**src/rtl/core/flfa_pkg.sv**
```systemverilog
// flfa_pkg: types, codes and helpers shared by the chunk allocator modules
// no dependencies
`default_nettype none

package flfa_pkg;

  localparam int unsigned POOL_CHUNKS = 1024;
  localparam int unsigned IDX_W       = $clog2(POOL_CHUNKS);
  localparam int unsigned CNT_W       = IDX_W + 1;

  localparam int unsigned FUNC_W   = 2;
  localparam int unsigned AMOUNT_W = 16;
  localparam int unsigned CFG_IDX_W = 2;
  localparam int unsigned CFG_DATA_W = 16;

  localparam logic [FUNC_W-1:0] FUNC_ALLOC  = 2'd0;
  localparam logic [FUNC_W-1:0] FUNC_FREE   = 2'd1;
  localparam logic [FUNC_W-1:0] FUNC_EXPAND = 2'd2;

  localparam logic [CFG_IDX_W-1:0] CFG_CHUNK_BYTES  = 2'd0;
  localparam logic [CFG_IDX_W-1:0] CFG_AUTO_EXPAND  = 2'd1;
  localparam logic [CFG_IDX_W-1:0] CFG_INITIAL_CNT  = 2'd2;

  typedef enum logic [2:0] {
    ST_OK        = 3'd0,
    ST_TOO_LARGE = 3'd1,
    ST_NO_CHUNK  = 3'd2,
    ST_ZERO_EXP  = 3'd3,
    ST_BAD_FREE  = 3'd4
  } status_e;

  typedef struct packed {
    logic [FUNC_W-1:0]   func;
    logic [AMOUNT_W-1:0] request_amount;
    logic [IDX_W-1:0]    chunk_index;
  } item_t;

  typedef struct packed {
    status_e          status;
    logic [IDX_W-1:0] granted_index;
    logic [CNT_W-1:0] in_use_count;
    logic [CNT_W-1:0] capacity_now;
    logic             capacity_clipped;
  } result_t;

  typedef struct packed {
    logic [AMOUNT_W-1:0] chunk_bytes;
    logic [CNT_W-1:0]    auto_expand_count;
    logic [CNT_W-1:0]    initial_count;
  } cfg_t;

  typedef struct packed {
    logic             wr_en;
    logic [IDX_W-1:0] wr_addr;
    logic [IDX_W-1:0] wr_data;
    logic             rd_en;
    logic [IDX_W-1:0] rd_addr;
  } link_req_t;

  // capacity = min(initial + extra, pool size)
  function automatic logic [CNT_W-1:0] capacity_of(input logic [CNT_W-1:0] init,
                                                   input logic [CNT_W-1:0] extra);
    logic [CNT_W:0] sum;
    sum = {1'b0, init} + {1'b0, extra};
    if (sum > (CNT_W+1)'(POOL_CHUNKS)) begin
      return CNT_W'(POOL_CHUNKS);
    end
    return sum[CNT_W-1:0];
  endfunction

endpackage

`default_nettype wire

```
**src/rtl/core/flfa_cfg_regs.sv**
```systemverilog
// flfa_cfg_regs: configuration registers of the chunk allocator
// depends on flfa_pkg
`default_nettype none

module flfa_cfg_regs (
  input  logic                               clk_i,
  input  logic                               rst_ni,
  input  logic                               cfg_valid_i,
  input  logic [flfa_pkg::CFG_IDX_W-1:0]     cfg_index_i,
  input  logic [flfa_pkg::CFG_DATA_W-1:0]    cfg_data_i,
  output flfa_pkg::cfg_t                     cfg_o
);

  flfa_pkg::cfg_t cfg_q, cfg_d;

  always_comb begin
    cfg_d = cfg_q;
    if (cfg_valid_i) begin
      unique case (cfg_index_i)
        flfa_pkg::CFG_CHUNK_BYTES: cfg_d.chunk_bytes = cfg_data_i;
        flfa_pkg::CFG_AUTO_EXPAND: cfg_d.auto_expand_count = cfg_data_i[flfa_pkg::CNT_W-1:0];
        flfa_pkg::CFG_INITIAL_CNT: cfg_d.initial_count = cfg_data_i[flfa_pkg::CNT_W-1:0];
        default: cfg_d = cfg_q;
      endcase
    end
  end

  always_ff @(posedge clk_i or negedge rst_ni) begin
    if (!rst_ni) begin
      cfg_q.chunk_bytes       <= flfa_pkg::AMOUNT_W'(64);
      cfg_q.auto_expand_count <= '0;
      cfg_q.initial_count     <= flfa_pkg::CNT_W'(flfa_pkg::POOL_CHUNKS);
    end else begin
      cfg_q <= cfg_d;
    end
  end

  assign cfg_o = cfg_q;

endmodule

`default_nettype wire

```
**config.mk**
```make
export PLATFORM = sky130hd
export DESIGN_NAME = flfa_cfg_regs
export DESIGN_NICKNAME = d
export VERILOG_FILES = /design/src/rtl/core/flfa_pkg.sv /design/src/rtl/core/flfa_cfg_regs.sv
export SDC_FILE = /design/constraint.sdc
export NUM_CORES = 1
export LEC_CHECK = 0
export BUFFER_PORTS_ARGS = -buffer_cell sky130_fd_sc_hd__buf_2
export CORE_MARGIN = 2
export CORE_UTILIZATION = 43
export DETAILED_ROUTE_END_ITERATION = 8
export GPL_ROUTABILITY_DRIVEN = 0
export PLACE_DENSITY = 0.73
export SYNTH_ARGS = -nofsm -noshare
export SYNTH_HDL_FRONTEND = slang
export SYNTH_SLANG_ARGS = --single-unit
```
**constraint.sdc**
```tcl
create_clock -name clk_i -period 1 [get_ports clk_i]
set_clock_uncertainty 0.1 [all_clocks]
set_input_delay 0.2 -clock clk_i [delete_from_list [all_inputs] [get_ports clk_i]]
set_output_delay 0.2 -clock clk_i [all_outputs]
set_load 0.01 [all_outputs]
```
After elaboration in Yosys (flattened, before gate mapping) --
Cells that the tools add are included.
Word-level totals: output and inout port bits 38, register bits 38
Cells by class: equal/unequal tests 2, reductions and logical operators 4
Operators by type and width (number):
- $reduce_and 2->1 | 3
- $eq 2x1->1 const B | 1
- $eq 2x2->1 const B | 1
- $logic_not 2->1 | 1

Logic depth before layout (Yosys ltp) --
depth in word-level cells 2, depth in mapped cells 3

Worst setup path before layout --
OpenSTA, ideal clock, no wires.
path type input-to-reg, from in cfg_index_i[0] (netlist name), to reg cfg_q, in the netlist cfg_o[22], setup slack -0.255 ns, data arrival time 1.030 ns, stages on the path 3, path buffers 1, cell sequence nor3b_4 -> buf_8 -> mux2_2
On the way: word-level cells in the longest chain between the ends 2
Ends and longest elaborated chain:
- from (decl) | RTL line flfa_cfg_regs.sv:9 | input logic [flfa_pkg::CFG_IDX_W-1:0] cfg_index_i,
- $logic_not 2->1 | RTL line flfa_cfg_regs.sv:19 | unique case (cfg_index_i)
- $reduce_and 2->1 (no source line)
- to (signal assigned) | RTL line flfa_cfg_regs.sv:34 | cfg_q <= cfg_d;
- to (decl) | RTL line flfa_cfg_regs.sv:14 | flfa_pkg::cfg_t cfg_q, cfg_d;
Every way passes these cells. A chain may end at the register's enable or synchronous reset.

Worst setup path in the final report --
from reg cfg_q, in the netlist cfg_o[10], to out cfg_o[10] (netlist name)
RTL lines:
- to (decl) | RTL line flfa_cfg_regs.sv:11 | output flfa_pkg::cfg_t cfg_o
No word-level cell between the ends.

==> impl_results.html <==
<table>
<tr><th>Metric</th><th>Value</th></tr>
<tr><th colspan="2">Global routing</th></tr>
<tr><td>Congestion Overflow GR</td><td>0</td></tr>
<tr><td>Aggregate global-route resource usage</td><td>0.1781</td></tr>
<tr><td>Maximum number of pins on one net before global-route repair</td><td>25</td></tr>
<tr><td>Number of global-route vias before repair</td><td>1,024</td></tr>
<tr><td>Initial antenna violation count</td><td>0</td></tr>
<tr><td>Wire length of the first global-routing pass</td><td>4.740 mm</td></tr>
<tr><th colspan="2">Worst setup path</th></tr>
<tr><td>Crit-path leading delay family</td><td>flip-flops</td></tr>
<tr><td>Endpoint arrival time on the critical path</td><td>0.99 ns</td></tr>
<tr><td>Endpoint of the most critical setup path</td><td>cfg_o[10]</td></tr>
<tr><td>Max stage delay cell, worst path</td><td>dfstp_2</td></tr>
<tr><td>Crit-path max FO</td><td>2</td></tr>
<tr><td>Required time worst endpoint</td><td>0.70 ns</td></tr>
<tr><td>Logic depth of the worst setup path including buffers</td><td>1</td></tr>
<tr><td>Beginning of the critical path</td><td>cfg_o[10]$_DFFE_PN1P_</td></tr>
<tr><td>FF-to-FF End</td><td>cfg_o[26]$_DFFE_PN0P_</td></tr>
<tr><td>Cells along the critical path</td><td>buf_6</td></tr>
<tr><td>Worst Path Buf+Inv</td><td>1</td></tr>
<tr><td>Crit Path Category</td><td>reg2out</td></tr>
<tr><td>Max incr delay on CP</td><td>0.56 ns</td></tr>
<tr><td>Critical path capture point type</td><td>output pin</td></tr>
<tr><td>Critical R2R Launch</td><td>cfg_o[26]$_DFFE_PN0P_</td></tr>
<tr><td>Worst-case reg-to-reg path depth</td><td>2</td></tr>
<tr><td>Setup slack of the worst register-to-register path</td><td>-0.02 ns</td></tr>
<tr><td>Type of origin of the critical path</td><td>register</td></tr>
<tr><th colspan="2">Yosys</th></tr>
<tr><td>Largest cells by area after synthesis</td><td>dfrtp_1, mux2_2, dfstp_2</td></tr>
<tr><td>Cell taking the most area after synthesis</td><td>dfrtp_1</td></tr>
<tr><td>Synthesis-stage register bit count</td><td>38</td></tr>
<tr><td>Mapped Nets</td><td>103</td></tr>
<tr><td>Sequential fraction of the synthesis area</td><td>0.6620</td></tr>
<tr><td>Yosys synthesis warning count</td><td>0</td></tr>
<tr><td>Post-synthesis cell type count</td><td>7</td></tr>
<tr><td>Area of the mapped netlist</td><td>1440 sq um</td></tr>
<tr><td>Area share of the largest cell type after synthesis</td><td>0.6255</td></tr>
<tr><td>Post-Synthesis Cells</td><td>82</td></tr>
<tr><td>Average cell area after synthesis</td><td>17.56 sq um</td></tr>
<tr><th colspan="2">Layout</th></tr>
<tr><td>Final antenna diode count</td><td>0</td></tr>
<tr><td>Most frequent cells in the layout</td><td>buf_2, dfrtp_1, mux2_2, buf_6, mux2_4</td></tr>
<tr><td>Syn-to-layout area delta</td><td>56.73%</td></tr>
<tr><td>Commonest non-fill, non-tap cell in the layout</td><td>buf_2</td></tr>
<tr><td>Number of flip-flops in the largest register</td><td>38</td></tr>
<tr><td>Nets</td><td>192</td></tr>
<tr><td>Share of layout cells above drive strength 1</td><td>0.7267</td></tr>
<tr><th colspan="2">Timing</th></tr>
<tr><td>Post-route setup TNS</td><td>-6.892 ns</td></tr>
<tr><td>Top achievable clock speed</td><td>0.7781 GHz</td></tr>
<tr><td>Shortest period the worst path allows</td><td>1.285 ns</td></tr>
<tr><td>Unrepaired setup endpoints after global routing</td><td>true</td></tr>
<tr><td>Final hold violation count</td><td>0</td></tr>
<tr><td>Remaining max-slew budget at the tightest pin</td><td>0.8587</td></tr>
<tr><td>Final cycle utilization of the critical path</td><td>1.285</td></tr>
<tr><td>Worst-case setup margin in the final layout</td><td>-0.2852 ns</td></tr>
<tr><td>Number of endpoints failing setup at the final stage</td><td>40</td></tr>
<tr><td>Count of pins over their slew limit</td><td>0</td></tr>
<tr><td>Worst slew pin tran</td><td>0.2120 ns</td></tr>
<tr><th colspan="2">Clocking</th></tr>
<tr><td>Total CTS buffers</td><td>5</td></tr>
<tr><td>Clock input transition at the sequential cells of the worst setup and hold paths</td><td>0.12 ns</td></tr>
<tr><td>Clk Tree Root Cell</td><td>clkbuf_4</td></tr>
<tr><td>H-Tree Level Count</td><td>2</td></tr>
<tr><td>TritonCTS clock tree</td><td>built</td></tr>
<tr><td>Sinks on the clock net</td><td>38</td></tr>
<tr><td>CTS Buffer Depth</td><td>2</td></tr>
<tr><td>Clk Latency, worst-skew pair</td><td>0.33 ns</td></tr>
<tr><th colspan="2">Floorplanning</th></tr>
<tr><td>Die height</td><td>61.87 microns</td></tr>
<tr><td>Die X</td><td>61.87 microns</td></tr>
<tr><td>Placement Rows</td><td>21</td></tr>
<tr><td>Top-level I/O count</td><td>59</td></tr>
<tr><td>Total die area</td><td>3828 sq um</td></tr>
<tr><td>Initial core utilization</td><td>0.4385</td></tr>
<tr><td>CORE AREA</td><td>3284 sq um</td></tr>
<tr><th colspan="2">Job</th></tr>
<tr><td>Maximum capacitance violations</td><td>0</td></tr>
<tr><th colspan="2">Route</th></tr>
<tr><td>Detailed Route WL</td><td>3.207 mm</td></tr>
<tr><td>Detailed-route vias per instance</td><td>4.619</td></tr>
<tr><td>Remaining antenna violation count after routing</td><td>0</td></tr>
<tr><td>Via count</td><td>1,007</td></tr>
<tr><td>Count of unresolved DRC violations after routing</td><td>0</td></tr>
<tr><td>Number of DRC markers in iteration 0</td><td>17</td></tr>
<tr><td>Wire length per cell</td><td>14.71 microns</td></tr>
<tr><td>First-pass detailed-route iteration total</td><td>3</td></tr>
<tr><th colspan="2">Hold path</th></tr>
<tr><td>Hold Crit Start</td><td>cfg_data_i[1]</td></tr>
<tr><td>Hold Path Class</td><td>in2reg</td></tr>
<tr><th colspan="2">Placed design</th></tr>
<tr><td>Number of port buffers</td><td>58</td></tr>
<tr><td>Detailed Place HPWL</td><td>2.216 mm</td></tr>
<tr><td>Dpl ws</td><td>-0.3221 ns</td></tr>
<tr><th colspan="2">Run status</th></tr>
<tr><td>Outcome</td><td>finished with violations</td></tr>
<tr><td>Failing checks</td><td>negative setup slack</td></tr>
<tr><th colspan="2">Power and ir drop</th></tr>
<tr><td>Leakage component of the power</td><td>0.001107 uW</td></tr>
<tr><td>Maximum vdd ir drop</td><td>1.443 mV</td></tr>
<tr><td>Power per unit of standard cell area</td><td>2018 nW/um^2</td></tr>
</table>
layer usage:
layer  global-route usage  share of wire  up-vias
li1                     -              -      470
met1               0.2304           0.45      487
met2               0.2782           0.48       44
met3              0.06418          0.060        6
met4              0.06383          0.014        0
met5                    0              0        -
report_power, final:
part | internal (uW) | switching, uW
registers | 1840 | 171
logic | 744 | 459
clock network | 847 | 495
worst min path at each step:
stage / depth (start not counted) / slack (ns) / end
4_1_cts: 2 / 0.002 / cfg_o[29]$_DFFE_PN0P_
6_report: 2 / 0.01 / cfg_o[12]$_DFFE_PN0P_
2_1_floorplan: 0 / -0.20 / cfg_o[0]$_DFFE_PN0P_
5_1_grt: 2 / 0.004 / cfg_o[6]$_DFFE_PN0P_
3_3_place_gp: 1 / -0.05 / cfg_o[14]$_DFFE_PN0P_
3_5_place_dp: 1 / -0.04 / cfg_o[14]$_DFFE_PN0P_
through the flow:
stage,cell area (sq um),util,total power [uW],hold slack (ns),instances
floorplan,1486,-,2491,-0.1956,82
global placement,1894,0.5768,2921,-0.04875,191
detailed placement,1894,0.5768,2961,-0.04195,191
CTS,2156,0.6564,4440,0.002125,215
global route,2257,0.6872,4789,0.004147,218
finish,2257,0.6872,4554,0.01480,218
cells by family after synthesis:
kind of cell	after synthesis	synth area share
buf+inv	3	0.01737
simple gates	3	0.02346
flops	38	0.6620
mux	38	0.2971
cells in the mapped netlist:
cell type and number:
buf_2 2, buf_8 1, dfrtp_1 36, dfstp_2 2
mux2_2 38, nand3b_1 2, nor3b_4 1
timing repair:
action | CTS | global route
hold endpoints to repair | 44 | 2
buffers inserted | 9 | 3
setup endpoints to repair | 38 | 45
resized for setup | 2 | 15
hold buffers | 7 | 2
layout make-up:
type                    count  area (sq um)
clock buffers               6         51.30
clock inverters             2         60.06
fillers                   236          1027
multi-input cells          41         503.0
flip-flops and latches     38         953.4
well taps                  46         57.56
repair buffers             85         631.9
Note: power is estimated with default switching activity, not from simulation.
