`src/rtl/core/flfa_pkg.sv`:
```
// flfa_pkg: types, codes and helpers shared by the chunk allocator modules
// no dependencies
`default_nettype none

package flfa_pkg;

  localparam int unsigned POOL_CHUNKS = 1024;
  localparam int unsigned IDX_W       = $clog2(POOL_CHUNKS);
  localparam int unsigned CNT_W       = IDX_W + 1;

  localparam int unsigned FUNC_W   = 2;
  localparam int unsigned AMOUNT_W = 16;
  localparam int unsigned CFG_IDX_W = 2;
  localparam int unsigned CFG_DATA_W = 16;

  localparam logic [FUNC_W-1:0] FUNC_ALLOC  = 2'd0;
  localparam logic [FUNC_W-1:0] FUNC_FREE   = 2'd1;
  localparam logic [FUNC_W-1:0] FUNC_EXPAND = 2'd2;

  localparam logic [CFG_IDX_W-1:0] CFG_CHUNK_BYTES  = 2'd0;
  localparam logic [CFG_IDX_W-1:0] CFG_AUTO_EXPAND  = 2'd1;
  localparam logic [CFG_IDX_W-1:0] CFG_INITIAL_CNT  = 2'd2;

  typedef enum logic [2:0] {
    ST_OK        = 3'd0,
    ST_TOO_LARGE = 3'd1,
    ST_NO_CHUNK  = 3'd2,
    ST_ZERO_EXP  = 3'd3,
    ST_BAD_FREE  = 3'd4
  } status_e;

  typedef struct packed {
    logic [FUNC_W-1:0]   func;
    logic [AMOUNT_W-1:0] request_amount;
    logic [IDX_W-1:0]    chunk_index;
  } item_t;

  typedef struct packed {
    status_e          status;
    logic [IDX_W-1:0] granted_index;
    logic [CNT_W-1:0] in_use_count;
    logic [CNT_W-1:0] capacity_now;
    logic             capacity_clipped;
  } result_t;

  typedef struct packed {
    logic [AMOUNT_W-1:0] chunk_bytes;
    logic [CNT_W-1:0]    auto_expand_count;
    logic [CNT_W-1:0]    initial_count;
  } cfg_t;

  typedef struct packed {
    logic             wr_en;
    logic [IDX_W-1:0] wr_addr;
    logic [IDX_W-1:0] wr_data;
    logic             rd_en;
    logic [IDX_W-1:0] rd_addr;
  } link_req_t;

  // capacity = min(initial + extra, pool size)
  function automatic logic [CNT_W-1:0] capacity_of(input logic [CNT_W-1:0] init,
                                                   input logic [CNT_W-1:0] extra);
    logic [CNT_W:0] sum;
    sum = {1'b0, init} + {1'b0, extra};
    if (sum > (CNT_W+1)'(POOL_CHUNKS)) begin
      return CNT_W'(POOL_CHUNKS);
    end
    return sum[CNT_W-1:0];
  endfunction

endpackage

`default_nettype wire

```
`src/rtl/core/flfa_engine.sv`:
```
// flfa_engine: allocator state and the single-pass alloc / free / expand logic
// depends on flfa_pkg; drives flfa_link_mem through a link_req_t
`default_nettype none

module flfa_engine (
  input  logic                          clk_i,
  input  logic                          rst_ni,
  input  logic                          fire_i,
  input  flfa_pkg::item_t               item_i,
  input  flfa_pkg::cfg_t                cfg_i,
  input  logic [flfa_pkg::IDX_W-1:0]    rd_data_i,
  output flfa_pkg::link_req_t           mem_req_o,
  output flfa_pkg::result_t             result_o
);

  localparam int unsigned GROW_W = flfa_pkg::AMOUNT_W + 1;

  logic [flfa_pkg::IDX_W-1:0] head_q, head_d;
  logic [flfa_pkg::IDX_W-1:0] head_next_q, head_next_d;
  logic                       from_mem_q, from_mem_d;
  logic                       nonempty_q, nonempty_d;
  logic [flfa_pkg::CNT_W-1:0] fresh_q, fresh_d;
  logic [flfa_pkg::CNT_W-1:0] extra_q, extra_d;
  logic [flfa_pkg::CNT_W-1:0] in_use_q, in_use_d;

  logic [flfa_pkg::IDX_W-1:0] head_next;
  logic [GROW_W-1:0]          grow_amt;
  logic [GROW_W-1:0]          grow_sum;
  logic                       grow_clip;
  logic [flfa_pkg::CNT_W-1:0] grow_extra;
  logic [flfa_pkg::CNT_W-1:0] cap_now;

  // link of the current head: straight from the memory after a list pop
  assign head_next = from_mem_q ? rd_data_i : head_next_q;

  // one shared saturating adder for auto-expand and explicit expand
  assign grow_amt   = (item_i.func == flfa_pkg::FUNC_ALLOC) ? GROW_W'(cfg_i.auto_expand_count)
                                                            : GROW_W'(item_i.request_amount);
  assign grow_sum   = GROW_W'(extra_q) + grow_amt;
  assign grow_clip  = ((GROW_W+1)'(cfg_i.initial_count) + (GROW_W+1)'(grow_sum))
                      > (GROW_W+1)'(flfa_pkg::POOL_CHUNKS);
  assign grow_extra = (grow_sum > GROW_W'(flfa_pkg::POOL_CHUNKS))
                      ? flfa_pkg::CNT_W'(flfa_pkg::POOL_CHUNKS) : grow_sum[flfa_pkg::CNT_W-1:0];
  assign cap_now    = flfa_pkg::capacity_of(cfg_i.initial_count, extra_q);

  always_comb begin
    head_d      = head_q;
    head_next_d = head_next_q;
    from_mem_d  = from_mem_q;
    nonempty_d  = nonempty_q;
    fresh_d     = fresh_q;
    extra_d     = extra_q;
    in_use_d    = in_use_q;
    mem_req_o   = '0;
    result_o.status           = flfa_pkg::ST_OK;
    result_o.granted_index    = '0;
    result_o.capacity_clipped = 1'b0;

    if (fire_i) begin
      unique case (item_i.func)
        flfa_pkg::FUNC_ALLOC: begin
          if (item_i.request_amount > cfg_i.chunk_bytes) begin
            result_o.status = flfa_pkg::ST_TOO_LARGE;
          end else if (nonempty_q) begin
            result_o.granted_index = head_q;
            head_d     = head_next;
            in_use_d   = in_use_q + flfa_pkg::CNT_W'(1);
            nonempty_d = fresh_q > in_use_d;
            // fetch the link of the new head for the next pop
            mem_req_o.rd_en   = 1'b1;
            mem_req_o.rd_addr = head_next;
            from_mem_d = 1'b1;
          end else begin
            if ((fresh_q >= cap_now) && (cfg_i.auto_expand_count != '0)) begin
              extra_d = grow_extra;
              result_o.capacity_clipped = grow_clip;
            end
            if (fresh_q < flfa_pkg::capacity_of(cfg_i.initial_count, extra_d)) begin
              result_o.granted_index = fresh_q[flfa_pkg::IDX_W-1:0];
              fresh_d  = fresh_q + flfa_pkg::CNT_W'(1);
              in_use_d = in_use_q + flfa_pkg::CNT_W'(1);
            end else begin
              result_o.status = flfa_pkg::ST_NO_CHUNK;
            end
          end
        end
        flfa_pkg::FUNC_FREE: begin
          if ((in_use_q == '0) || ({1'b0, item_i.chunk_index} >= fresh_q)) begin
            result_o.status = flfa_pkg::ST_BAD_FREE;
          end else begin
            mem_req_o.wr_en   = 1'b1;
            mem_req_o.wr_addr = item_i.chunk_index;
            mem_req_o.wr_data = head_q;
            head_d      = item_i.chunk_index;
            head_next_d = head_q;
            from_mem_d  = 1'b0;
            nonempty_d  = 1'b1;
            in_use_d    = in_use_q - flfa_pkg::CNT_W'(1);
          end
        end
        flfa_pkg::FUNC_EXPAND: begin
          if (item_i.request_amount == '0) begin
            result_o.status = flfa_pkg::ST_ZERO_EXP;
          end else begin
            extra_d = grow_extra;
            result_o.capacity_clipped = grow_clip;
          end
        end
        default: begin
          // unused function code: report current counts only
          result_o.status = flfa_pkg::ST_OK;
        end
      endcase
    end

    result_o.in_use_count = in_use_d;
    result_o.capacity_now = flfa_pkg::capacity_of(cfg_i.initial_count, extra_d);
  end

  always_ff @(posedge clk_i or negedge rst_ni) begin
    if (!rst_ni) begin
      head_q      <= '0;
      head_next_q <= '0;
      from_mem_q  <= 1'b0;
      nonempty_q  <= 1'b0;
      fresh_q     <= '0;
      extra_q     <= '0;
      in_use_q    <= '0;
    end else begin
      head_q      <= head_d;
      head_next_q <= head_next_d;
      from_mem_q  <= from_mem_d;
      nonempty_q  <= nonempty_d;
      fresh_q     <= fresh_d;
      extra_q     <= extra_d;
      in_use_q    <= in_use_d;
    end
  end

`ifndef SYNTHESIS
  a_in_use_le_fresh: assert property (@(posedge clk_i) disable iff (!rst_ni)
    in_use_q <= fresh_q)
    else $error("more chunks in use than ever handed out");

  a_list_matches_counts: assert property (@(posedge clk_i) disable iff (!rst_ni)
    nonempty_q == (fresh_q > in_use_q))
    else $error("free list flag disagrees with counts");

  a_fresh_in_pool: assert property (@(posedge clk_i) disable iff (!rst_ni)
    (fresh_q <= flfa_pkg::CNT_W'(flfa_pkg::POOL_CHUNKS))
    && (extra_q <= flfa_pkg::CNT_W'(flfa_pkg::POOL_CHUNKS)))
    else $error("counter beyond pool size");

  a_pop_fetches_link: assert property (@(posedge clk_i) disable iff (!rst_ni)
    (fire_i && (item_i.func == flfa_pkg::FUNC_ALLOC) && nonempty_q
     && (item_i.request_amount <= cfg_i.chunk_bytes)) |=> from_mem_q)
    else $error("list pop did not switch link source to memory");
`endif

endmodule

`default_nettype wire

```
`config.mk`:
```
export PLATFORM = sky130hd
export DESIGN_NAME = flfa_engine
export DESIGN_NICKNAME = d
export VERILOG_FILES = /design/src/rtl/core/flfa_pkg.sv /design/src/rtl/core/flfa_engine.sv
export SDC_FILE = /design/constraint.sdc
export NUM_CORES = 1
export LEC_CHECK = 0
export ABC_CLOCK_PERIOD_IN_PS = 23400
export BUFFER_PORTS_ARGS = -buffer_cell sky130_fd_sc_hd__buf_2
export CAP_MARGIN = 0
export CORE_MARGIN = 1
export CORE_UTILIZATION = 40
export CTS_BUF_LIST = sky130_fd_sc_hd__clkbuf_2
export DETAILED_ROUTE_END_ITERATION = 8
export SLEW_MARGIN = 20
export SYNTH_ARGS = -nofsm -noshare
export SYNTH_HDL_FRONTEND = slang
export SYNTH_SLANG_ARGS = --single-unit
```
`constraint.sdc`:
```
create_clock -name clk_i -period 23.4 [get_ports clk_i]
set_input_delay 2.34 -clock clk_i [delete_from_list [all_inputs] [get_ports clk_i]]
set_output_delay 2.34 -clock clk_i [all_outputs]
set_load 0.02 [all_outputs]
```
# After elaboration in Yosys (flattened, before gate mapping)
# Index checks and enable logic that the tools add are counted.
[totals]
mem_bits_rw = 0
rom_bits = 0
mem_count = 0
latchBits = 0
ff_bits = 55
word_cells = 115
[classes]
reduce_logical = 11
shifts = 0
add_sub_neg = 8
mul = 0
eq_ne = 5
div = 0
mux = 71
n_bitwise = 3
magnitude_cmp = 10
[ops]
columns = ["operator", "count"]
rows = [
  ["11-bit 2-to-1 mux", 28],
  ["10-bit 2-to-1 mux", 8],
  ["11-bit case mux with 2 select lines", 2],
  ["21-bit 2-to-1 mux", 2],
  ["11-bit by 11-bit adder with 12-bit output", 3],
  ["12-bit by 11-bit greater-than comparator with 1-bit output (second input constant)", 3],
  ["32-bit 2-to-1 mux", 1],
  ["11-bit by 1-bit adder with 11-bit output (second input constant)", 2],
  ["10-bit case mux with 2 select lines", 1],
  ["11-bit by 17-bit adder with 18-bit output", 1],
  ["18-bit by 11-bit greater-than comparator with 1-bit output (second input constant)", 1],
  ["1-bit 2-to-1 mux", 18],
  ["11-bit by 16-bit adder with 17-bit output", 1],
  ["17-bit by 11-bit greater-than comparator with 1-bit output (second input constant)", 1],
  ["16-bit greater-than comparator", 1],
  ["16-bit logical NOT", 1],
  ["16-bit 2-to-1 mux", 1],
  ["13-bit 2-to-1 mux", 1],
  ["10-bit by 11-bit >= comparator with 1-bit output", 1],
  ["11-bit >= comparator", 1],
  ["11-bit greater-than comparator", 1],
  ["11-bit logical NOT", 1],
  ["11-bit < comparator", 1],
  ["11-bit nonzero test", 1],
  ["16 further kinds", 26],
]

# Logic depth before layout (Yosys ltp)
# Gate-level depths: netlist of the first run.
[depth]
word_depth = 29
mapped_depth = 44
ltp_nobuf = 41

# Worst setup path before layout of the first run
# No wires, ideal clock.
[synth_path]
path_kind = "input-to-output"
startpoint = "in cfg_i[0] (netlist bit)"
endpoint = "out result_o[17] (netlist bit)"
arrival_ns = 11.471
setup_slack_ns = 9.589
cell_stages = 41
path_cell_list = "ha_1 -> fa_1 -> a21o_1 -> a21oi_1 -> o21bai_1 -> a21oi_1 -> o21ai_0 -> xnor2_1 -> nand2_1 -> o31ai_1 -> nand3_1 -> ha_1 -> nor2b_1 -> o21a_1 -> o21a_1 -> o21ai_0 -> a21oi_1 -> o31ai_1 -> [... 5 more ...] -> a221oi_4 -> xnor2_1 -> nor4_2 -> or4b_1 -> a31oi_1 -> buf_4 -> or3b_2 -> ha_1 -> a21o_1 -> a21o_1 -> a211oi_1 -> o21ai_0 -> a21o_1 -> a211oi_1 -> a311oi_4 -> or3_1 -> a21oi_1 -> a2bb2oi_1"
[synth_rtl]
columns = ["item", "line_no", "source"]
rows = [
  ["start: declaration", "flfa_engine.sv:10", "input flfa_pkg::cfg_t cfg_i,"],
  ["end: declaration", "flfa_engine.sv:13", "output flfa_pkg::result_t result_o"],
]

==> impl_metrics.prom, run 1 <==
# TYPE chip_impl_metric gauge
chip_impl_info{name="run_status",value="complete, no violations"} 1
chip_impl_metric{name="yosysSeqAreaShare",unit="%"} 17.33
chip_impl_metric{name="post_synth_num_cell_types",unit=""} 69
chip_impl_metric{name="vdd_ir_drop_max",unit="V"} 0.00006110
chip_impl_metric{name="initial_utilization",unit="%"} 40.81
chip_impl_metric{name="max_slew.worst_pin.slew",unit="ps"} 1017
chip_impl_metric{name="power.switching",unit="mW"} 0.4537
chip_impl_metric{name="r2r_slack",unit="ps"} 13010
chip_impl_metric{name="finalCritPeriodShare",unit="%"} 63.83
chip_impl_metric{name="avgViaCountPerCell",unit=""} 5.584
chip_impl_info{name="setup.worst_path.end_class",value="output pin"} 1
chip_impl_metric{name="net_sw_share",unit="%"} 52.66
chip_impl_metric{name="worst-path-stages",unit=""} 40
chip_impl_info{name="grt_setup_unrepaired",value="false"} 1
chip_impl_metric{name="timing.slew.headroom",unit="%"} 31.88
chip_impl_metric{name="clock_insertion_delay_worst_skew",unit="ps"} 570
chip_impl_metric{name="p_comb_share",unit="%"} 74.6
chip_impl_metric{name="post-layout-total-power",unit="mW"} 0.8615
chip_impl_metric{name="synth_nets",unit=""} 1199
chip_impl_metric{name="route.detailed.wl_per_inst",unit="um"} 16.83
chip_impl_metric{name="p_per_area",unit="nW/um^2"} 96.09
chip_impl_info{name="rr_endpoint",value="in_use_q[5]"} 1
chip_impl_metric{name="critical_path_buf_inv_count",unit=""} 3
chip_impl_metric{name="grt-ovfl-total",unit=""} 0
chip_impl_metric{name="dpl.hpwl",unit="um"} 18830
chip_impl_metric{name="cts_max_path_buffers",unit=""} 2
chip_impl_metric{name="post-route-drc-count",unit=""} 0
chip_impl_metric{name="power.share.clock",unit="%"} 5.1
chip_impl_metric{name="leakage",unit="nW"} 4.365
chip_impl_metric{name="cp_slowest_stage_delay",unit="ps"} 780
chip_impl_metric{name="power.internal",unit="mW"} 0.4078
chip_impl_metric{name="cts_hold_buf",unit=""} 0
chip_impl_metric{name="share_seq_of_total_power",unit="%"} 20.3
chip_impl_metric{name="groute.usage.overall",unit="%"} 23.09
chip_impl_metric{name="final_nets",unit=""} 1323
chip_impl_metric{name="timing.setup.tns",unit="ps"} 0
chip_impl_metric{name="cts.sinks",unit=""} 55
chip_impl_metric{name="final_cell_area",unit="sq um"} 8965
chip_impl_metric{name="row_count",unit=""} 51
chip_impl_metric{name="count_of_buffers_inserted_at_the_top_level_ports",unit=""} 146
chip_impl_info{name="worstSetupEndpoint",value="result_o[17]"} 1
chip_impl_info{name="hold_path_class",value="reg2reg"} 1
chip_impl_metric{name="postSynth.asyncResetShare",unit="%"} 100.0
chip_impl_metric{name="fmax",unit="MHz"} 66.95
chip_impl_metric{name="drt-pass1-iter-count",unit=""} 5
chip_impl_metric{name="place_area",unit="sq um"} 8915
chip_impl_metric{name="synthesis.area_per_instance",unit="sq um"} 7.951
chip_impl_info{name="worst-setup-path-type",value="in2out"} 1
chip_impl_info{name="crit_path_start_kind",value="input port"} 1
chip_impl_info{name="worst_path_dominant_cell_family",value="compound AO/OA/AOI/OAI gates"} 1
chip_impl_metric{name="hold_slack",unit="ps"} 551.0
chip_impl_metric{name="max_cap_violations",unit=""} 0
chip_impl_metric{name="finalHoldViolCount",unit=""} 0
chip_impl_metric{name="h_tree_level_count",unit=""} 2
chip_impl_metric{name="cts_made_buffers",unit=""} 5
chip_impl_info{name="crit_path_top_delay_cell",value="sky130_fd_sc_hd__a31oi_1"} 1
chip_impl_metric{name="first_global_vias",unit=""} 7201
chip_impl_metric{name="detail_route.wirelength",unit="um"} 23390
chip_impl_metric{name="die_w",unit="um"} 142.9
chip_impl_metric{name="grt_antenna_before_repair",unit=""} 1
chip_impl_metric{name="gp_congestion",unit=""} 0.9112
chip_impl_metric{name="maxSlewViolCount",unit=""} 0
chip_impl_metric{name="yosysWarningCount",unit=""} 0
chip_impl_metric{name="grt_max_degree",unit=""} 56
chip_impl_metric{name="route.vias.total",unit=""} 7762
chip_impl_metric{name="flow.area_growth_from_synthesis",unit="%"} 12.87
chip_impl_metric{name="ant_nets",unit=""} 0
chip_impl_metric{name="synth_cells",unit=""} 999
chip_impl_metric{name="final_critical_path_required_period",unit="ps"} 14940
chip_impl_metric{name="first_pass_grt_wire_length",unit="um"} 37050
chip_impl_metric{name="fp.coreArea",unit="sq um"} 19460
chip_impl_metric{name="design.portCount",unit=""} 147
chip_impl_info{name="crit-reg2reg-launch",value="extra_q[0]"} 1
chip_impl_metric{name="die_height",unit="um"} 142.9
chip_impl_info{name="tritoncts",value="built"} 1
chip_impl_info{name="synth_ff_type",value="sky130_fd_sc_hd__dfrtp_1"} 1
chip_impl_metric{name="cts_resized",unit=""} 0
chip_impl_metric{name="final_layout_size_suffix_gt1_share",unit="%"} 19.22
chip_impl_metric{name="setup-violations-final",unit=""} 0
chip_impl_metric{name="critical_path.max_fanout",unit=""} 24
chip_impl_metric{name="syn_area",unit="sq um"} 7943
chip_impl_metric{name="ys_seq_elements",unit=""} 55
chip_impl_info{name="worstSetupStartpoint",value="cfg_i[0]"} 1
chip_impl_metric{name="synth-edff-count",unit=""} 0
chip_impl_info{name="ctsRootBufferMaster",value="sky130_fd_sc_hd__clkbuf_2"} 1
chip_impl_metric{name="skew",unit="ps"} 67.92
chip_impl_metric{name="design.die.area",unit="sq um"} 20420
chip_impl_metric{name="detailedRoute.firstIterationViolations",unit=""} 429
chip_impl_metric{name="postCtsSetupRepairBufs",unit=""} 0
chip_impl_metric{name="clkSlewWorstSetupHoldPaths",unit="ps"} 260
chip_impl_metric{name="crit_arrival",unit="ps"} 12600
chip_impl_metric{name="required_time_of_the_worst_setup_path",unit="ps"} 21060
chip_impl_metric{name="worstRegToRegCells",unit=""} 38
## final cells by class
type	instances	area, sq um
clock inverter	2	17.52
fill	2008	10500
clock buffer	6	30.03
timing repair buffer	153	783.3
antenna	1	2.502
inverter	65	244.0
multi-input combinational	843	6180
tap	265	331.6
sequential	55	1376
## registers in the layout, summed over array words and instances (netlist names)
signal	flops
extra_q	11
fresh_q	11
in_use_q	11
head_next_q	10
head_q	10
from_mem_q	1
nonempty_q	1
## worst min path at each step
stage	from	endpoint	cells after the start
after floorplan	head_next_q[0]	head_next_q[0]	1
after global placement	head_next_q[8]	head_next_q[8]	1
after detailed placement	head_next_q[8]	head_next_q[8]	1
after CTS	head_next_q[8]	head_next_q[8]	1
after global routing	head_next_q[0]	head_next_q[0]	1
final	head_next_q[7]	head_next_q[7]	1
## synthesized netlist by cell type (20+ instances only)
library cell | count | area (sq um)
sky130_fd_sc_hd__a21oi_1 | 59 | 295.3
sky130_fd_sc_hd__o21a_1 | 20 | 150.1
sky130_fd_sc_hd__and2_1 | 25 | 156.4
sky130_fd_sc_hd__xnor2_1 | 37 | 324.1
sky130_fd_sc_hd__nand4_1 | 22 | 137.6
sky130_fd_sc_hd__nand3_1 | 21 | 105.1
sky130_fd_sc_hd__o21ai_0 | 62 | 310.3
sky130_fd_sc_hd__mux2_2 | 40 | 450.4
sky130_fd_sc_hd__dfrtp_1 | 55 | 1376
sky130_fd_sc_hd__nor3_1 | 24 | 120.1
sky130_fd_sc_hd__ha_1 | 116 | 1451
sky130_fd_sc_hd__clkbuf_1 | 28 | 105.1
sky130_fd_sc_hd__nand2_1 | 84 | 315.3
sky130_fd_sc_hd__a21o_1 | 22 | 165.2
sky130_fd_sc_hd__inv_1 | 65 | 244.0
sky130_fd_sc_hd__nor2_1 | 80 | 300.3
sky130_fd_sc_hd__nand2b_1 | 20 | 125.1
## cells in the final DEF (no fill, tap or decap), types with 7 or more instances in the layout
cell type                    n
sky130_fd_sc_hd__xnor2_1    37
sky130_fd_sc_hd__xor2_1     17
sky130_fd_sc_hd__nor3_1     24
sky130_fd_sc_hd__nand4_1    22
sky130_fd_sc_hd__and2_1     25
sky130_fd_sc_hd__o21a_1     20
sky130_fd_sc_hd__a31oi_1     9
sky130_fd_sc_hd__nand2_1    84
sky130_fd_sc_hd__ha_1      116
sky130_fd_sc_hd__nor4_1     10
sky130_fd_sc_hd__a21oi_1    59
sky130_fd_sc_hd__nor2b_1    16
sky130_fd_sc_hd__mux2_2     40
sky130_fd_sc_hd__o21ai_0    62
sky130_fd_sc_hd__inv_1      65
sky130_fd_sc_hd__mux2i_1    18
sky130_fd_sc_hd__dfrtp_1    55
sky130_fd_sc_hd__nand2b_1   20
sky130_fd_sc_hd__nor2_1     80
sky130_fd_sc_hd__o31ai_1    13
sky130_fd_sc_hd__and3_1     12
sky130_fd_sc_hd__or3_1      11
sky130_fd_sc_hd__a211oi_1   10
sky130_fd_sc_hd__buf_4       7
sky130_fd_sc_hd__nand3_1    21
sky130_fd_sc_hd__buf_2     146
sky130_fd_sc_hd__a22o_1     10
sky130_fd_sc_hd__a21o_1     22
## layer usage
layer  routed length, um  vias to the layer above  global-route usage [%]
li1                    -                     3897                       -
met1               10950                     3589                   31.23
met2               10620                      232                   36.94
met3                1158                       44                   3.186
met4                 663                        0                   9.055
met5                   0                        -                       0
## through the flow
step           utilization (%)  cells  setup WS (ps)
2_1_floorplan                -    999           9589
3_3_place_gp             45.81   1381           8730
3_5_place_dp             45.81   1381           8521
4_1_cts                  46.05   1389           8491
5_1_grt                  46.06   1390           7523
6_report                 46.06   1390           8464
## power by group through the flow
| stage | registers (mW) | logic (mW) | clock network [mW] |
|---|---|---|---|
| floorplan | 0.151 | 0.505 | 0 |
| global placement | 0.175 | 0.632 | 0 |
| detailed placement | 0.176 | 0.637 | 0 |
| CTS | 0.174 | 0.641 | 0.0461 |
| global route | 0.180 | 0.722 | 0.0480 |
| finish | 0.174 | 0.643 | 0.0440 |
## logic make-up after synthesis
| group | count (synthesis) | synth area share [%] |
|---|---|---|
| XOR/XNOR | 54 | 5.955 |
| adder cells (fa/ha/maj) | 121 | 19.53 |
| flip-flops | 55 | 17.33 |
| multiplexers | 58 | 7.939 |
| buffers and inverters | 101 | 4.931 |
| AO/OA/AOI/OAI | 259 | 21.74 |
| AND/OR/NAND/NOR | 351 | 22.57 |
(Power assumes the default switching activity.)
==> run 2: changes to the inputs <==
--- a/config.mk
+++ b/config.mk
@@ -5,7 +5,8 @@
 export SDC_FILE = /design/constraint.sdc
 export NUM_CORES = 1
 export LEC_CHECK = 0
-export ABC_CLOCK_PERIOD_IN_PS = 23400
+export ABC_AREA = 1
+export ABC_CLOCK_PERIOD_IN_PS = 12050
 export BUFFER_PORTS_ARGS = -buffer_cell sky130_fd_sc_hd__buf_2
 export CAP_MARGIN = 0
 export CORE_MARGIN = 1
==> constraint.sdc (replaced) <==
create_clock -name clk_i -period 12.05 [get_ports clk_i]
set_input_delay 1.205 -clock clk_i [delete_from_list [all_inputs] [get_ports clk_i]]
set_output_delay 1.205 -clock clk_i [all_outputs]
set_load 0.02 [all_outputs]
==> run 2 against run 1 <==
- sequential power rose by 70%
- via count rose by 17%
- wire length rose by 11%
- power rose by 96%
- clock skew fell by 0.84 ps
==> impl_metrics.prom, run 2 <==
# TYPE chip_impl_metric gauge
chip_impl_metric{name="worstRegToRegCells",unit=""} 43
chip_impl_metric{name="max_cap_violations",unit=""} 0
chip_impl_metric{name="cp_slowest_stage_delay",unit="ps"} 470
chip_impl_metric{name="p_per_area",unit="nW/um^2"} 175.2
chip_impl_metric{name="maxSlewViolCount",unit=""} 0
chip_impl_metric{name="groute.usage.overall",unit="%"} 24.10
chip_impl_metric{name="post-layout-total-power",unit="mW"} 1.684
chip_impl_metric{name="detail_route.wirelength",unit="um"} 26030
chip_impl_info{name="ctsRootBufferMaster",value="sky130_fd_sc_hd__clkbuf_2"} 1
chip_impl_metric{name="fp.coreArea",unit="sq um"} 21020
chip_impl_metric{name="avgViaCountPerCell",unit=""} 5.209
chip_impl_metric{name="cts_hold_buf",unit=""} 0
chip_impl_info{name="post-synth-top-area-cell",value="sky130_fd_sc_hd__ha_1"} 1
chip_impl_metric{name="yosysWarningCount",unit=""} 0
chip_impl_info{name="setup.worst_path.end_class",value="output pin"} 1
chip_impl_metric{name="design.die.area",unit="sq um"} 22020
chip_impl_metric{name="synthesis.area_per_instance",unit="sq um"} 6.387
chip_impl_metric{name="postCtsSetupRepairBufs",unit=""} 0
chip_impl_metric{name="route.detailed.wl_per_inst",unit="um"} 14.90
chip_impl_metric{name="timing.slew.headroom",unit="%"} 43.63
chip_impl_metric{name="finalCoreUtilization",unit="%"} 45.73
chip_impl_info{name="run_status",value="complete, no violations"} 1
chip_impl_metric{name="finalCritPeriodShare",unit="%"} 85.55
chip_impl_info{name="worst_path_most_repeated_cell",value="sky130_fd_sc_hd__nand2_1"} 1
chip_impl_metric{name="detailedRoute.firstIterationViolations",unit=""} 515
chip_impl_metric{name="grt-ovfl-total",unit=""} 0
chip_impl_metric{name="vdd_ir_drop_max",unit="V"} 0.00009417
chip_impl_info{name="crit_path_start_kind",value="input port"} 1
chip_impl_metric{name="synth-edff-count",unit=""} 0
chip_impl_info{name="worst-setup-path-type",value="in2out"} 1
chip_impl_metric{name="finalHoldViolCount",unit=""} 0
chip_impl_metric{name="ant_nets",unit=""} 0
chip_impl_metric{name="synth_cells",unit=""} 1342
chip_impl_metric{name="final_nets",unit=""} 1670
chip_impl_metric{name="dpl.hpwl",unit="um"} 21210
chip_impl_metric{name="r2r_slack",unit="ps"} 3790
chip_impl_metric{name="grt_max_degree",unit=""} 56
chip_impl_info{name="tritoncts",value="built"} 1
chip_impl_metric{name="yosysSeqAreaShare",unit="%"} 16.06
chip_impl_metric{name="post_synth_num_cell_types",unit=""} 54
chip_impl_metric{name="syn_area",unit="sq um"} 8572
chip_impl_metric{name="synth.top_cell.area_share",unit="%"} 16.93
chip_impl_info{name="layout.cells.most_common",value="sky130_fd_sc_hd__nand2_1"} 1
chip_impl_metric{name="design.portCount",unit=""} 147
chip_impl_metric{name="die_w",unit="um"} 148.4
chip_impl_info{name="most-common-layout-cells",value="320 x sky130_fd_sc_hd__nand2_1, 190 x sky130_fd_sc_hd__inv_1, 146 x sky130_fd_sc_hd__buf_2, 121 x sky130_fd_sc_hd__nor2_1, 116 x sky130_fd_sc_hd__ha_1"} 1
chip_impl_metric{name="required_time_of_the_worst_setup_path",unit="ps"} 10850
chip_impl_metric{name="initial_utilization",unit="%"} 40.78
chip_impl_metric{name="postSynth.asyncResetShare",unit="%"} 100.0
chip_impl_metric{name="gp_congestion",unit=""} 0.9205
chip_impl_metric{name="count_of_buffers_inserted_at_the_top_level_ports",unit=""} 146
chip_impl_info{name="holdCritStartpoint",value="head_next_q[3]"} 1
chip_impl_metric{name="route.vias.total",unit=""} 9100
chip_impl_metric{name="timing.setup.tns",unit="ps"} 0
chip_impl_metric{name="row_count",unit=""} 53
chip_impl_metric{name="ys_seq_elements",unit=""} 55
chip_impl_metric{name="setup-violations-final",unit=""} 0
chip_impl_metric{name="first_global_vias",unit=""} 8527
chip_impl_metric{name="cts.sinks",unit=""} 55
chip_impl_info{name="crit-reg2reg-launch",value="extra_q[0]"} 1
chip_impl_info{name="synth_most_common_cell",value="sky130_fd_sc_hd__nand2_1"} 1
chip_impl_info{name="timing.hold.worst_endpoint",value="head_next_q[3]"} 1
chip_impl_metric{name="clkSlewWorstSetupHoldPaths",unit="ps"} 290
chip_impl_metric{name="post-route-drc-count",unit=""} 0
chip_impl_metric{name="grt_antenna_before_repair",unit=""} 1
chip_impl_info{name="hold_path_class",value="reg2reg"} 1
chip_impl_info{name="synthTopCellsByCount",value="320 x sky130_fd_sc_hd__nand2_1, 191 x sky130_fd_sc_hd__inv_1, 122 x sky130_fd_sc_hd__nor2_1, 116 x sky130_fd_sc_hd__ha_1, 98 x sky130_fd_sc_hd__a21oi_1"} 1
chip_impl_metric{name="cts_resized",unit=""} 0
chip_impl_metric{name="final_critical_path_required_period",unit="ps"} 10310
chip_impl_info{name="yosys-top-cells-area",value="sky130_fd_sc_hd__ha_1 17%, sky130_fd_sc_hd__dfrtp_1 16%, sky130_fd_sc_hd__nand2_1 14%, sky130_fd_sc_hd__inv_1 8.4%, sky130_fd_sc_hd__a21oi_1 5.7%"} 1
chip_impl_metric{name="max_slew.worst_pin.slew",unit="ps"} 845.5
chip_impl_metric{name="final_layout_size_suffix_gt1_share",unit="%"} 14.07
chip_impl_metric{name="first_pass_grt_wire_length",unit="um"} 42340
chip_impl_info{name="rr_endpoint",value="fresh_q[3]"} 1
chip_impl_info{name="crit_path_top_delay_cell",value="sky130_fd_sc_hd__fa_1"} 1
chip_impl_metric{name="h_tree_level_count",unit=""} 2
chip_impl_metric{name="leakage",unit="nW"} 5.298
chip_impl_metric{name="critical_path.max_fanout",unit=""} 14
chip_impl_metric{name="skew",unit="ps"} 67.08
chip_impl_metric{name="clock_insertion_delay_worst_skew",unit="ps"} 590
chip_impl_metric{name="die_height",unit="um"} 148.4
chip_impl_metric{name="crit_arrival",unit="ps"} 9100
chip_impl_metric{name="cts_max_path_buffers",unit=""} 2
chip_impl_info{name="synth_ff_type",value="sky130_fd_sc_hd__dfrtp_1"} 1
chip_impl_metric{name="synth_nets",unit=""} 1542
chip_impl_info{name="grt_setup_unrepaired",value="false"} 1
chip_impl_metric{name="cts_made_buffers",unit=""} 5
chip_impl_metric{name="whs_path_depth",unit=""} 2
chip_impl_info{name="registers_with_the_most_flip_flops",value="extra_q x11, fresh_q x11, in_use_q x11"} 1
chip_impl_metric{name="fmax",unit="MHz"} 97.00
chip_impl_metric{name="flow.area_growth_from_synthesis",unit="%"} 12.14
chip_impl_info{name="worstSetupStartpoint",value="cfg_i[0]"} 1
chip_impl_metric{name="drt-pass1-iter-count",unit=""} 8
[run 2: cell count changes in the layout (fill, tap and decap cells not counted), sizes merged, moves of 18 or more]
cell,change
nor2,+50
xnor2,-25
mux2,-40
inv,+137
o21a,-18
nand2,+246
o21ai,+22
xor2,+26
nand3,+63
nand2b,-20
a21oi,+43
[run 2: critical path: cells and delay by family]
family / cells / cell delay (ps)
xor+xnor: 1 / 160
fa+ha+maj: 6 / 1920
buf+inv: 3 / 730
simple gates: 27 / 3360
compound gates: 10 / 1710
[run 2: how the worst max path moves through the flow]
stage | end | slack, ps | cells after the start
floorplan | result_o[12] | 2920 | 45
global placement | result_o[12] | 1940 | 47
detailed placement | result_o[12] | 1740 | 47
CTS | result_o[12] | 1720 | 47
global route | result_o[12] | 830 | 49
finish | result_o[12] | 1740 | 47
[run 2: layer usage]
layer | up-vias | global-route usage, % | wire length, um
met5 | - | 0 | 0
met4 | 0 | 7.062 | 570
met3 | 39 | 2.393 | 1337
met2 | 282 | 42.21 | 12180
met1 | 4075 | 31.18 | 11940
li1 | 4704 | - | -
[run 2: metrics by stage]
stage / worst slack, ps / cell area [sq um] / instances / hold slack [ps]
global route: 831.6 / 9613 / 1747 / 556.6
CTS: 1723 / 9610 / 1746 / 539.9
finish: 1741 / 9613 / 1747 / 536.0
global placement: 1940 / 9560 / 1738 / 467.2
floorplan: 2922 / 8572 / 1342 / 452.3
detailed placement: 1738 / 9560 / 1738 / 476.9
[run 2: where the power goes]
group	switching, mW	internal (mW)
clock network	0.0752	0.0159
registers	0.0683	0.227
logic	0.820	0.478
total	0.964	0.720
[run 2: cell families (layout without fill, tap and decap cells)]
kind of cell / count (synthesis) / after routing / synth area share, %
buf+inv: 234 / 363 / 10.42
compound gates: 244 / 244 / 16.06
xor+xnor: 55 / 55 / 5.795
flops: 55 / 55 / 16.06
other cells: 0 / 1 / 0
mux: 10 / 10 / 1.168
simple gates: 623 / 623 / 32.40
fa+ha+maj: 121 / 121 / 18.10
[run 2: layout make-up]
cell class | count | area (sq um)
Antenna cell | 1 | 2.502
Clock buffer | 5 | 25.02
Clock inverter | 3 | 25.02
Fill cell | 2244 | 11410
Inverter | 204 | 767.0
Multi-Input combinational cell | 1053 | 6305
Sequential cell | 55 | 1376
Tap cell | 275 | 344.1
Timing Repair Buffer | 151 | 768.2
==> run 3: changes to the inputs <==
--- a/config.mk
+++ b/config.mk
@@ -10,10 +10,12 @@
 export BUFFER_PORTS_ARGS = -buffer_cell sky130_fd_sc_hd__buf_2
 export CAP_MARGIN = 0
 export CORE_MARGIN = 1
-export CORE_UTILIZATION = 40
+export CORE_UTILIZATION = 54
 export CTS_BUF_LIST = sky130_fd_sc_hd__clkbuf_2
 export DETAILED_ROUTE_END_ITERATION = 8
+export PLACE_DENSITY = 0.8
 export SLEW_MARGIN = 20
 export SYNTH_ARGS = -nofsm -noshare
 export SYNTH_HDL_FRONTEND = slang
 export SYNTH_SLANG_ARGS = --single-unit
+export TNS_END_PERCENT = 5
==> run 3 against run 2 <==
- sequential share of layout area increased by 0.079 points
- highest routed layer unchanged
- cell area decreased by 0.55%
- register-to-register slack improved by 40 ps
- clock skew decreased by 43 ps
- power about the same
- die area decreased by 26%
- count of clock-buffer cells in the layout unchanged
- final cell count decreased by 3.6%
- global-route usage increased by 6.1 points
- sequential power about the same
- setup slack improved by 71 ps
- first-iteration DRC count increased by 28%
==> impl_metrics.prom, run 3 (synthesized netlist as in run 2, its figures left out) <==
# TYPE chip_impl_metric gauge
chip_impl_info{name="run_status",value="complete, no violations"} 1
chip_impl_metric{name="row_count",unit=""} 45
chip_impl_metric{name="detail_route.wirelength",unit="um"} 24310
chip_impl_info{name="grt_setup_unrepaired",value="false"} 1
chip_impl_metric{name="fp.coreArea",unit="sq um"} 15370
chip_impl_metric{name="route.detailed.wl_per_inst",unit="um"} 14.43
chip_impl_metric{name="cts_hold_buf",unit=""} 0
chip_impl_metric{name="drt-pass1-iter-count",unit=""} 5
chip_impl_metric{name="finalHoldViolCount",unit=""} 0
chip_impl_metric{name="finalNonFillerCells",unit=""} 1684
chip_impl_metric{name="clkSlewWorstSetupHoldPaths",unit="ps"} 290
chip_impl_metric{name="gp_congestion",unit=""} 0.9699
chip_impl_metric{name="clock_insertion_delay_worst_skew",unit="ps"} 530
chip_impl_info{name="layout.cells.most_common",value="sky130_fd_sc_hd__nand2_1"} 1
chip_impl_metric{name="post-layout-total-power",unit="mW"} 1.684
chip_impl_metric{name="setup-violations-final",unit=""} 0
chip_impl_metric{name="design.portCount",unit=""} 147
chip_impl_metric{name="first_global_vias",unit=""} 8364
chip_impl_metric{name="detailedRoute.firstIterationViolations",unit=""} 660
chip_impl_info{name="registers_with_the_most_flip_flops",value="extra_q x11, fresh_q x11, in_use_q x11"} 1
chip_impl_metric{name="postCtsSetupRepairBufs",unit=""} 0
chip_impl_metric{name="grt_max_degree",unit=""} 56
chip_impl_metric{name="initial_utilization",unit="%"} 55.77
chip_impl_metric{name="count_of_buffers_inserted_at_the_top_level_ports",unit=""} 146
chip_impl_metric{name="finalCoreUtilization",unit="%"} 62.20
chip_impl_info{name="most-common-layout-cells",value="320 x sky130_fd_sc_hd__nand2_1, 191 x sky130_fd_sc_hd__inv_1, 146 x sky130_fd_sc_hd__buf_2, 121 x sky130_fd_sc_hd__nor2_1, 116 x sky130_fd_sc_hd__ha_1"} 1
chip_impl_metric{name="timing.setup.tns",unit="ps"} 0
chip_impl_metric{name="route.vias.total",unit=""} 9277
chip_impl_metric{name="p_per_area",unit="nW/um^2"} 176.1
chip_impl_metric{name="ant_nets",unit=""} 0
chip_impl_metric{name="first_pass_grt_wire_length",unit="um"} 39880
chip_impl_metric{name="grt-ovfl-total",unit=""} 0
chip_impl_metric{name="place_area",unit="sq um"} 9495
chip_impl_metric{name="skew",unit="ps"} 24.43
chip_impl_metric{name="die_w",unit="um"} 128.0
chip_impl_metric{name="h_tree_level_count",unit=""} 2
chip_impl_metric{name="final_critical_path_required_period",unit="ps"} 10240
chip_impl_metric{name="post-route-drc-count",unit=""} 0
chip_impl_metric{name="vdd_ir_drop_max",unit="V"} 0.0001151
chip_impl_metric{name="groute.usage.overall",unit="%"} 30.18
chip_impl_metric{name="timing.slew.headroom",unit="%"} 48.70
chip_impl_metric{name="cts_max_path_buffers",unit=""} 2
chip_impl_info{name="worst_path_dominant_cell_family",value="simple AND/OR/NAND/NOR gates"} 1
chip_impl_metric{name="fmax",unit="MHz"} 97.68
chip_impl_metric{name="dpl.hpwl",unit="um"} 19640
chip_impl_metric{name="final_cell_area",unit="sq um"} 9560
chip_impl_metric{name="grt_antenna_before_repair",unit=""} 1
chip_impl_metric{name="crit_arrival",unit="ps"} 9030
chip_impl_metric{name="avgViaCountPerCell",unit=""} 5.509
chip_impl_info{name="hold_path_class",value="reg2reg"} 1
chip_impl_metric{name="leakage",unit="nW"} 5.312
chip_impl_metric{name="die_height",unit="um"} 128.0
chip_impl_info{name="tritoncts",value="built"} 1
chip_impl_metric{name="cts.sinks",unit=""} 55
chip_impl_info{name="ctsRootBufferMaster",value="sky130_fd_sc_hd__clkbuf_2"} 1
chip_impl_metric{name="maxSlewViolCount",unit=""} 0
chip_impl_info{name="crit_path_top_delay_cell",value="sky130_fd_sc_hd__fa_1"} 1
chip_impl_metric{name="critical_path.max_fanout",unit=""} 14
chip_impl_metric{name="final_layout_size_suffix_gt1_share",unit="%"} 14.06
chip_impl_metric{name="max_slew.worst_pin.slew",unit="ps"} 766.6
chip_impl_metric{name="critical_path_buf_inv_count",unit=""} 3
chip_impl_metric{name="finalCritPeriodShare",unit="%"} 84.96
chip_impl_metric{name="flow.area_growth_from_synthesis",unit="%"} 11.53
chip_impl_metric{name="cts_resized",unit=""} 0
chip_impl_metric{name="cp_slowest_stage_delay",unit="ps"} 460
chip_impl_metric{name="cts_made_buffers",unit=""} 5
chip_impl_metric{name="design.die.area",unit="sq um"} 16380
chip_impl_info{name="setup.worst_path.end_class",value="output pin"} 1
chip_impl_metric{name="required_time_of_the_worst_setup_path",unit="ps"} 10850
chip_impl_info{name="worst_path_most_repeated_cell",value="sky130_fd_sc_hd__nand2_1"} 1
chip_impl_info{name="crit_path_start_kind",value="input port"} 1
chip_impl_metric{name="max_cap_violations",unit=""} 0
chip_impl_metric{name="final_nets",unit=""} 1672
chip_impl_info{name="worst-setup-path-type",value="in2out"} 1
chip_impl_metric{name="placedCellCount",unit=""} 1676
run 3: cell types whose count changed in the layout (fill, tap and decap cells not counted):
cell	change
sky130_fd_sc_hd__inv_6	-2
sky130_fd_sc_hd__inv_1	+1
sky130_fd_sc_hd__buf_4	+2
sky130_fd_sc_hd__inv_2	-1
sky130_fd_sc_hd__bufinv_16	+1
run 3: layout make-up:
| type | count | area, sq um |
|---|---|---|
| timing repair buffer | 153 | 783.3 |
| inverter | 204 | 767.0 |
| antenna | 1 | 2.502 |
| tap | 211 | 264.0 |
| multi-input combinational | 1053 | 6305 |
| clock buffer | 5 | 25.02 |
| sequential | 55 | 1376 |
| fill | 1507 | 5811 |
| clock inverter | 2 | 37.54 |
run 3: power by group:
group          total, mW  switching (mW)  internal (mW)  leakage [nW]
clock network      0.102          0.0680         0.0337        0.0351
registers          0.294          0.0675          0.226         0.650
logic               1.29           0.810          0.478          4.63
run 3: routing by layer:
metal  GRT usage [%]  vias to the layer above  share of wire (%)
met5               0                        -                  0
met1           38.19                     4179                 44
met3           3.631                       50                6.5
met4           8.512                        0                2.4
met2           53.77                      341                 48
li1                -                     4707                  -
run 3: path summary, 6_finish.rpt:
check | start | to | slack (ps) | cells after the start
hold / removal | head_next_q[0] | head_next_q[0] | 530 | 2
max in group asynchronous | rst_ni | head_next_q[7] | 10780 | 2
hold reg to reg | head_next_q[0] | head_next_q[0] | 530 | 2
setup reg to reg | extra_q[0] | fresh_q[8] | 3830 | 43
min in group asynchronous | rst_ni | in_use_q[0] | 770 | 2
setup / recovery | cfg_i[0] | result_o[16] | 1810 | 47
run 3: through the flow:
stage | hold slack [ps] | setup WS, ps
global route | 567.4 | 1027
finish | 534.4 | 1812
floorplan | 452.3 | 2922
global placement | 472.1 | 2060
CTS | 536.5 | 1880
detailed placement | 481.0 | 1872
run 3: worst min-delay path, delay by kind of cell, from the launching register on:
family	cells	cell delay (ps)
AND/OR/NAND/NOR	1	50
flip-flops	1	420
AO/OA/AOI/OAI	1	60
